File: src/rtl/vrpf_pkg.sv
// Shared types and fixed field widths for the vector range predicate filter.
// No dependencies; every other file of the block refers to it by scoped names.
package vrpf_pkg;

  // Fixed widths of the word fields on the input channel
  localparam int unsigned SlotW  = 4;
  localparam int unsigned GroupW = 4;
  localparam int unsigned DimW   = 10;
  localparam int unsigned ValueW = 32;

  // Operation carried by an input word
  typedef enum logic [1:0] {
    FUNC_LOAD  = 2'd0,
    FUNC_CLEAR = 2'd1,
    FUNC_ELEM  = 2'd2
  } func_e;

  // One input word as held in the input register
  typedef struct packed {
    func_e                    func;
    logic [SlotW-1:0]         slot;
    logic [GroupW-1:0]        group;
    logic [DimW-1:0]          rule_dim;
    logic signed [ValueW-1:0] range_low;
    logic signed [ValueW-1:0] range_high;
    logic [DimW-1:0]          elem_index;
    logic signed [ValueW-1:0] elem_value;
    logic                     last;
  } item_t;

  // Table update strobes, already qualified by the stage advancing
  typedef struct packed {
    logic load;
    logic clear;
  } bank_ctrl_t;

endpackage

File: src/rtl/vector_range_predicate_filter.sv
// Top level of the vector range predicate filter: input register, rule bank,
// group hit tracking and the result register. Depends on vrpf_pkg,
// vrpf_in_stage and vrpf_rule_bank.
//
// Usage: one input channel (in_valid_i / in_ready_o) carries words that load a
// rule into a slot, clear the whole table, or stream one vector element.
// Each rule names a group, a dimension and an inclusive signed Q23.8 range.
// An element hits every group whose rule matches its index and holds its
// value. The element flagged last produces one word on the output channel
// (out_valid_o / out_ready_i): vector_ok_o is high when every group that owns
// a rule was hit during the vector; an empty table passes. Other words give
// no output.
// Throughput: one word per cycle, except while a last element waits for a
// blocked result register; all rules compare in parallel in the cycle after
// capture. Each result passes the input register and then the result register.
// Reset clears the rule valid bits, the group hit mask and both valid flags.
// When the receiver stalls, the result register holds its word and the
// input register keeps taking words that give no result; a last element
// waits in the input register until the result register frees.
module vector_range_predicate_filter #(
  parameter int unsigned RULES      = 16,
  parameter int unsigned GROUPS     = 16,
  parameter int unsigned DIM_BITS   = 10,
  parameter int unsigned VALUE_BITS = 32
) (
  input  logic               clk_i,
  input  logic               rst_ni,
  input  logic               in_valid_i,
  output logic               in_ready_o,
  input  logic [1:0]         func_i,
  input  logic [3:0]         slot_i,
  input  logic [3:0]         group_i,
  input  logic [9:0]         rule_dim_i,
  input  logic signed [31:0] range_low_i,
  input  logic signed [31:0] range_high_i,
  input  logic [9:0]         elem_index_i,
  input  logic signed [31:0] elem_value_i,
  input  logic               last_i,
  output logic               out_valid_o,
  input  logic               out_ready_i,
  output logic               vector_ok_o
);

  vrpf_pkg::item_t      in_item;
  vrpf_pkg::item_t      s1_item;
  vrpf_pkg::bank_ctrl_t bank_ctrl;
  logic                 s1_valid;
  logic                 advance;
  logic                 gives_result;
  logic [GROUPS-1:0]    hit_groups;
  logic [GROUPS-1:0]    need_groups;
  logic [GROUPS-1:0]    mask_q, mask_d;
  logic                 out_valid_q, out_valid_d;
  logic                 ok_q;
  logic                 ok_now;

  // Gather the input word
  always_comb begin
    in_item            = '0;
    in_item.func       = vrpf_pkg::func_e'(func_i);
    in_item.slot       = slot_i;
    in_item.group      = group_i;
    in_item.rule_dim   = rule_dim_i;
    in_item.range_low  = range_low_i;
    in_item.range_high = range_high_i;
    in_item.elem_index = elem_index_i;
    in_item.elem_value = elem_value_i;
    in_item.last       = last_i;
  end

  vrpf_in_stage u_in_stage (
    .clk_i      (clk_i),
    .rst_ni     (rst_ni),
    .in_valid_i (in_valid_i),
    .in_ready_o (in_ready_o),
    .item_i     (in_item),
    .advance_i  (advance),
    .valid_o    (s1_valid),
    .item_o     (s1_item)
  );

  // Advance unless a result is due and the result register is blocked
  assign gives_result = (s1_item.func == vrpf_pkg::FUNC_ELEM) && s1_item.last;
  assign advance      = s1_valid && (!gives_result || !out_valid_q || out_ready_i);

  assign bank_ctrl.load  = advance && (s1_item.func == vrpf_pkg::FUNC_LOAD);
  assign bank_ctrl.clear = advance && (s1_item.func == vrpf_pkg::FUNC_CLEAR);

  vrpf_rule_bank #(
    .RULES      (RULES),
    .GROUPS     (GROUPS),
    .DIM_BITS   (DIM_BITS),
    .VALUE_BITS (VALUE_BITS)
  ) u_rule_bank (
    .clk_i         (clk_i),
    .rst_ni        (rst_ni),
    .ctrl_i        (bank_ctrl),
    .item_i        (s1_item),
    .hit_groups_o  (hit_groups),
    .need_groups_o (need_groups)
  );

  // Verdict includes the last element's own hits
  assign ok_now = ((need_groups & ~(mask_q | hit_groups)) == '0);

  // Update the group hit mask
  always_comb begin
    mask_d = mask_q;
    if (advance) begin
      case (s1_item.func)
        vrpf_pkg::FUNC_CLEAR: begin
          mask_d = '0;
        end
        vrpf_pkg::FUNC_ELEM: begin
          mask_d = s1_item.last ? '0 : (mask_q | hit_groups);
        end
        default: begin
          mask_d = mask_q;
        end
      endcase
    end
  end

  // Result register: load on a finished vector, drop when taken
  always_comb begin
    out_valid_d = out_valid_q;
    if (out_ready_i) begin
      out_valid_d = 1'b0;
    end
    if (advance && gives_result) begin
      out_valid_d = 1'b1;
    end
  end

  always_ff @(posedge clk_i or negedge rst_ni) begin
    if (!rst_ni) begin
      mask_q      <= '0;
      out_valid_q <= 1'b0;
    end else begin
      mask_q      <= mask_d;
      out_valid_q <= out_valid_d;
    end
  end

  always_ff @(posedge clk_i) begin
    if (advance && gives_result) begin
      ok_q <= ok_now;
    end
  end

  assign out_valid_o = out_valid_q;
  assign vector_ok_o = ok_q;

endmodule

File: src/rtl/vrpf_in_stage.sv
// Input register of the filter: captures one word per handshake.
// Depends on vrpf_pkg for the item_t word type.
module vrpf_in_stage (
  input  logic           clk_i,
  input  logic           rst_ni,
  input  logic           in_valid_i,
  output logic           in_ready_o,
  input  vrpf_pkg::item_t item_i,
  input  logic           advance_i,
  output logic           valid_o,
  output vrpf_pkg::item_t item_o
);

  logic            valid_q, valid_d;
  vrpf_pkg::item_t item_q;

  // Take a new word when empty or when the held word moves on
  assign in_ready_o = !valid_q || advance_i;

  always_comb begin
    valid_d = valid_q;
    if (in_ready_o) begin
      valid_d = in_valid_i;
    end
  end

  always_ff @(posedge clk_i or negedge rst_ni) begin
    if (!rst_ni) begin
      valid_q <= 1'b0;
    end else begin
      valid_q <= valid_d;
    end
  end

  // Payload needs no reset
  always_ff @(posedge clk_i) begin
    if (in_ready_o && in_valid_i) begin
      item_q <= item_i;
    end
  end

  assign valid_o = valid_q;
  assign item_o  = item_q;

endmodule

File: src/rtl/vrpf_rule_bank.sv
// Rule table with one range comparator per slot, all evaluated in parallel.
// Depends on vrpf_pkg for item_t and bank_ctrl_t.
module vrpf_rule_bank #(
  parameter int unsigned RULES      = 16,
  parameter int unsigned GROUPS     = 16,
  parameter int unsigned DIM_BITS   = 10,
  parameter int unsigned VALUE_BITS = 32
) (
  input  logic                 clk_i,
  input  logic                 rst_ni,
  input  vrpf_pkg::bank_ctrl_t ctrl_i,
  input  vrpf_pkg::item_t      item_i,
  output logic [GROUPS-1:0]    hit_groups_o,
  output logic [GROUPS-1:0]    need_groups_o
);

  localparam int unsigned GW = (GROUPS > 1) ? $clog2(GROUPS) : 1;

  logic [RULES-1:0]                  used_q;
  logic [GW-1:0]                     grp_q  [RULES];
  logic [DIM_BITS-1:0]               dim_q  [RULES];
  logic signed [VALUE_BITS-1:0]      lo_q   [RULES];
  logic signed [VALUE_BITS-1:0]      hi_q   [RULES];

  logic [7:0]                        slot_ext;
  logic [7:0]                        grp_ext;
  logic [15:0]                       rdim_ext;
  logic [15:0]                       edim_ext;
  logic [63:0]                       lo_ext;
  logic [63:0]                       hi_ext;
  logic [63:0]                       val_ext;
  logic signed [VALUE_BITS-1:0]      elem_val;
  logic [DIM_BITS-1:0]               elem_dim;
  logic                              load_ok;
  logic [RULES-1:0]                  rule_hit;

  // Trim fields to the configured widths; values above 32 bits stay positive
  assign slot_ext = 8'(item_i.slot);
  assign grp_ext  = 8'(item_i.group);
  assign rdim_ext = 16'(item_i.rule_dim);
  assign edim_ext = 16'(item_i.elem_index);
  assign lo_ext   = 64'(unsigned'(item_i.range_low));
  assign hi_ext   = 64'(unsigned'(item_i.range_high));
  assign val_ext  = 64'(unsigned'(item_i.elem_value));
  assign elem_val = signed'(val_ext[VALUE_BITS-1:0]);
  assign elem_dim = edim_ext[DIM_BITS-1:0];

  // Drop loads aimed at a slot or group that does not exist
  assign load_ok = ctrl_i.load && (32'(item_i.slot) < RULES) && (32'(item_i.group) < GROUPS);

  // Valid bits: clear wipes all, a load marks its slot
  always_ff @(posedge clk_i or negedge rst_ni) begin
    if (!rst_ni) begin
      used_q <= '0;
    end else if (ctrl_i.clear) begin
      used_q <= '0;
    end else begin
      for (int r = 0; r < RULES; r++) begin
        if (load_ok && slot_ext == 8'(r)) begin
          used_q[r] <= 1'b1;
        end
      end
    end
  end

  // Rule contents, written only by a load to the entry's own slot
  always_ff @(posedge clk_i) begin
    for (int r = 0; r < RULES; r++) begin
      if (load_ok && slot_ext == 8'(r)) begin
        grp_q[r] <= grp_ext[GW-1:0];
        dim_q[r] <= rdim_ext[DIM_BITS-1:0];
        lo_q[r]  <= signed'(lo_ext[VALUE_BITS-1:0]);
        hi_q[r]  <= signed'(hi_ext[VALUE_BITS-1:0]);
      end
    end
  end

  // Compare the element against every rule at once
  always_comb begin
    for (int r = 0; r < RULES; r++) begin
      rule_hit[r] = used_q[r] && (dim_q[r] == elem_dim) &&
                    (lo_q[r] <= elem_val) && (elem_val <= hi_q[r]);
    end
  end

  // Fold rules onto their groups
  always_comb begin
    hit_groups_o  = '0;
    need_groups_o = '0;
    for (int g = 0; g < GROUPS; g++) begin
      for (int r = 0; r < RULES; r++) begin
        if (grp_q[r] == GW'(g)) begin
          need_groups_o[g] = need_groups_o[g] | used_q[r];
          hit_groups_o[g]  = hit_groups_o[g] | rule_hit[r];
        end
      end
    end
  end

endmodule
File: config.mk
export PLATFORM = sky130hd
export DESIGN_NAME = vector_range_predicate_filter
export DESIGN_NICKNAME = d
export VERILOG_FILES = /design/src/rtl/vrpf_pkg.sv /design/src/rtl/vector_range_predicate_filter.sv /design/src/rtl/vrpf_in_stage.sv /design/src/rtl/vrpf_rule_bank.sv
export SDC_FILE = /design/constraint.sdc
export NUM_CORES = 2
export LEC_CHECK = 0
export ABC_AREA = 0
export BUFFER_PORTS_ARGS = -buffer_cell sky130_fd_sc_hd__buf_2
export CORE_MARGIN = 2
export CORE_UTILIZATION = 35
export DETAILED_ROUTE_END_ITERATION = 6
export SETUP_SLACK_MARGIN = 0.15
export SKIP_CTS_REPAIR_TIMING = 1
export SYNTH_ARGS = -nofsm -noshare
export SYNTH_HDL_FRONTEND = slang
export SYNTH_SLANG_ARGS = --single-unit
File: constraint.sdc
create_clock -name clk_i -period 8.1 [get_ports clk_i]
set_input_delay 2.025 -clock clk_i [delete_from_list [all_inputs] [get_ports clk_i]]
set_output_delay 2.025 -clock clk_i [all_outputs]
set_load 0.005 [all_outputs]
==> qor.txt <==
outcome = completed
Worst Setup Start Kind = flop
post-layout minimum cycle time = 6.64 ns
first-pass GRT wire length = 390000 um
total of max-cap violations = 0
Seq/Total Area, Yosys = 56.2%
core area = 213000 sq um
CP bufs+invs = 2
area growth from synthesis to layout = 13.8%
CP Data Arrival Time = 7.20 ns
final setup TNS = 0 ns
vias post-DR = 53800
deepest clock path buffer count = 3
critical path fanouts, max = 16
Post-synth EDFFs = 1376
Avg WL per Cell = 30.0 um
Worst-path clk slew = 0.06 ns
WHS Endpoint = mask_q[14]
predominant post-synthesis flop cell = edfxtp_1
VDD IR max = 0.000249 V
crit path max-delay cell type = nor4_1
final period utilization = 81.9%
dpl hpwl = 201000 um
H-tree Lvls = 4
Fin Clk Skew = 0.0497 ns
class of the worst hold path = flop to flop
CP most frequent cell = nor4_1
Die ar. = 218000 sq um
CTS tree = yes
Num CTS Buffers = 164
RR Endpoint = vector_ok_o
final wirelength = 279000 um
Worst path max stage delay = 1.00 ns
commonest non-fill, non-tap cells in the layout = edfxtp_1, ha_1, inv_1
final hold vios = 0
initial DRC count = 5628
vias in the first global route = 52700
Tightest Pin Transition = 1.28 ns
initial antenna violation count = 21
Setup crit end kind = flop
Initial Util = 35.3%
clock tree root buffer cell = clkbuf_16
Synth async-reset ratio = 2.41%
# rows = 169
Hold Startpoint = mask_q[14]
I/O pin count = 134
share of layout cells above drive strength 1 = 8.83%
worst slack at placement = 1.42 ns
Clock Sinks = 1410
worst-path cell chain = inv_1 > ha_1 > nand4_1 > nor4_1 > nand2b_1 > a31oi_1 > nor4_1 > buf_4 > a41oi_1 > o31ai_1 > or3_1 > nor4_1 > nand3_1 > o2111ai_1 > nor4_2
Die Height = 467 um
r2r setup slk = 1.46 ns
fin area = 85400 sq um
I/O Buffers = 133
post-route setup slack = 1.46 ns
unrepaired setup endpoints after global routing = no
Cell variety after synth = 94
Avg Vias per Cell = 5.78
Critical Path RT = 8.67 ns
Max Freq = 151 MHz
WHS Path Cells = 2
Layout fillers = 20000
Synth Area per Inst = 12.6 sq um
Setup violations, final = 0
LEAKAGE = 0.0329 uW
post-place instance area = 80200 sq um
Remaining Overflow, GRT = 0
fin util = 40.2%
drt pass-1 iters = 6
clk_lat worst skew = 0.84 ns
Ys Warns = 0
Final Max Tran Viols = 0
PwrDens = 195 nW/um^2
slew margin rel. = 13.7%
largest net degree at the start of global routing = 91
worst r2r path cells = 15
most common cell after layout, fill and taps aside = edfxtp_1
Final Net Count = 7504
area of the mapped netlist = 75000 sq um
Critical R2R Launch = u_in_stage.item_o[23]
Mapped Cells = 5976
Syn Nets = 7134
post-route ant nets = 0
FF+latch count, synth = 1410
Die W = 467 um
GP Congestion = 1.06
drt drc = 0
GRT Util Overall = 25.2%
Setup CP Type = flop to flop
cell family with most CP delay = simple AND/OR/NAND/NOR gates
total power = 16700 uW
==> power breakdown <==
group / switching [uW] / internal, uW / total [uW]
Sequential: 205 / 8090 / 8290
Clock: 3210 / 4060 / 7270
Combinational: 725 / 371 / 1100
==> registers in the layout, indices dropped and copies added (netlist names) <==
register            count
u_rule_bank.hi_q      512
u_rule_bank.dim_q     160
vector_ok_o             1
u_rule_bank.lo_q      512
u_in_stage.valid_o      1
out_valid_o             1
u_in_stage.item_o     127
mask_q                 16
u_rule_bank.used_q     16
u_rule_bank.grp_q      64
==> metal layers <==
layer	routed length, um	track usage, %
met5	22	0
met3	20100	4.05
met2	126000	40.0
met1	119000	33.8
met4	13800	11.4
==> worst max-delay path by stage <==
| stage | cells after the start | slack (ns) | from | end |
|---|---|---|---|---|
| 3_3_place_gp | 15 | 1.31 | u_in_stage.item_o[23] | vector_ok_o |
| 3_5_place_dp | 15 | 1.42 | u_in_stage.item_o[23] | vector_ok_o |
| 5_1_grt | 15 | 1.31 | u_in_stage.item_o[23] | vector_ok_o |
| 2_1_floorplan | 5 | 1.39 | out_ready_i | u_rule_bank.dim_q[2][0] |
| 6_report | 15 | 1.46 | u_in_stage.item_o[23] | vector_ok_o |
| 4_1_cts | 15 | 1.39 | u_in_stage.item_o[23] | vector_ok_o |
==> cell usage after synthesis, types with 22 or more instances <==
master / count / area share [%]
nor4_1: 87 / 0.73
or3_1: 30 / 0.25
nand3_1: 160 / 1.1
nand2_1: 352 / 1.8
o21a_1: 29 / 0.29
a21o_1: 91 / 0.91
o22ai_1: 113 / 0.94
clkbuf_1: 46 / 0.23
nor3_1: 93 / 0.62
edfxtp_1: 1376 / 55
and4_1: 37 / 0.43
and2_1: 25 / 0.21
dfrtp_1: 34 / 1.1
nor2b_1: 85 / 0.71
nand2b_1: 73 / 0.61
or2_2: 27 / 0.23
a21oi_1: 394 / 2.6
o21ai_0: 126 / 0.84
or4_1: 22 / 0.22
inv_1: 599 / 3.0
nand4_1: 291 / 2.4
o221ai_1: 23 / 0.27
ha_1: 1027 / 17
xnor2_1: 146 / 1.7
a211oi_1: 32 / 0.32
nor2_1: 189 / 0.95
o211ai_1: 45 / 0.45
==> cell families (layout without fill, tap and decap cells) <==
group	count (synthesis)	count (layout)	synth area share (%)
buf+inv	665	1165	3.36
fa+ha+maj	1027	1027	17.1
xor+xnor	160	160	1.87
simple gates	1552	1552	11.1
compound gates	1160	1160	10.3
mux	2	2	0.0267
other cells	0	11	0
flops	1410	1410	56.2
==> metrics by stage <==
stage / hold WS (ns) / std cells
after global routing: 0.520 / 9298
after detailed placement: 0.480 / 9001
after floorplan: 0.440 / 5976
final: 0.504 / 9308
after CTS: 0.498 / 9297
after global placement: 0.471 / 9001
==> worst reg2reg max path, stage by stage (launching register included) <==
cell and delay, ns:
edfxtp_1 0.71, inv_1 0.66, ha_1 0.58, nand4_1 0.18
nor4_1 0.73, nand2b_1 0.12, a31oi_1 0.47, nor4_1 0.13
buf_4 0.22, a41oi_1 0.46, o31ai_1 0.24, or3_1 0.42
nor4_1 1.00, nand3_1 0.18, o2111ai_1 0.20, nor4_2 0.08
==> area by class of cell <==
| cell class | instances | area [sq um] | area share, % |
|---|---|---|---|
| inverters | 599 | 2250 | 2.63 |
| clock buffers | 198 | 4240 | 4.97 |
| diodes | 11 | 27.5 | 0.0322 |
| well taps | 2821 | 3530 | 4.13 |
| clock inverters | 98 | 952 | 1.12 |
| repair buffers | 270 | 1730 | 2.03 |
| flip-flops and latches | 1410 | 42200 | 49.4 |
| multi-input cells | 3901 | 30500 | 35.7 |
Note: power is estimated with default switching activity, not from simulation.
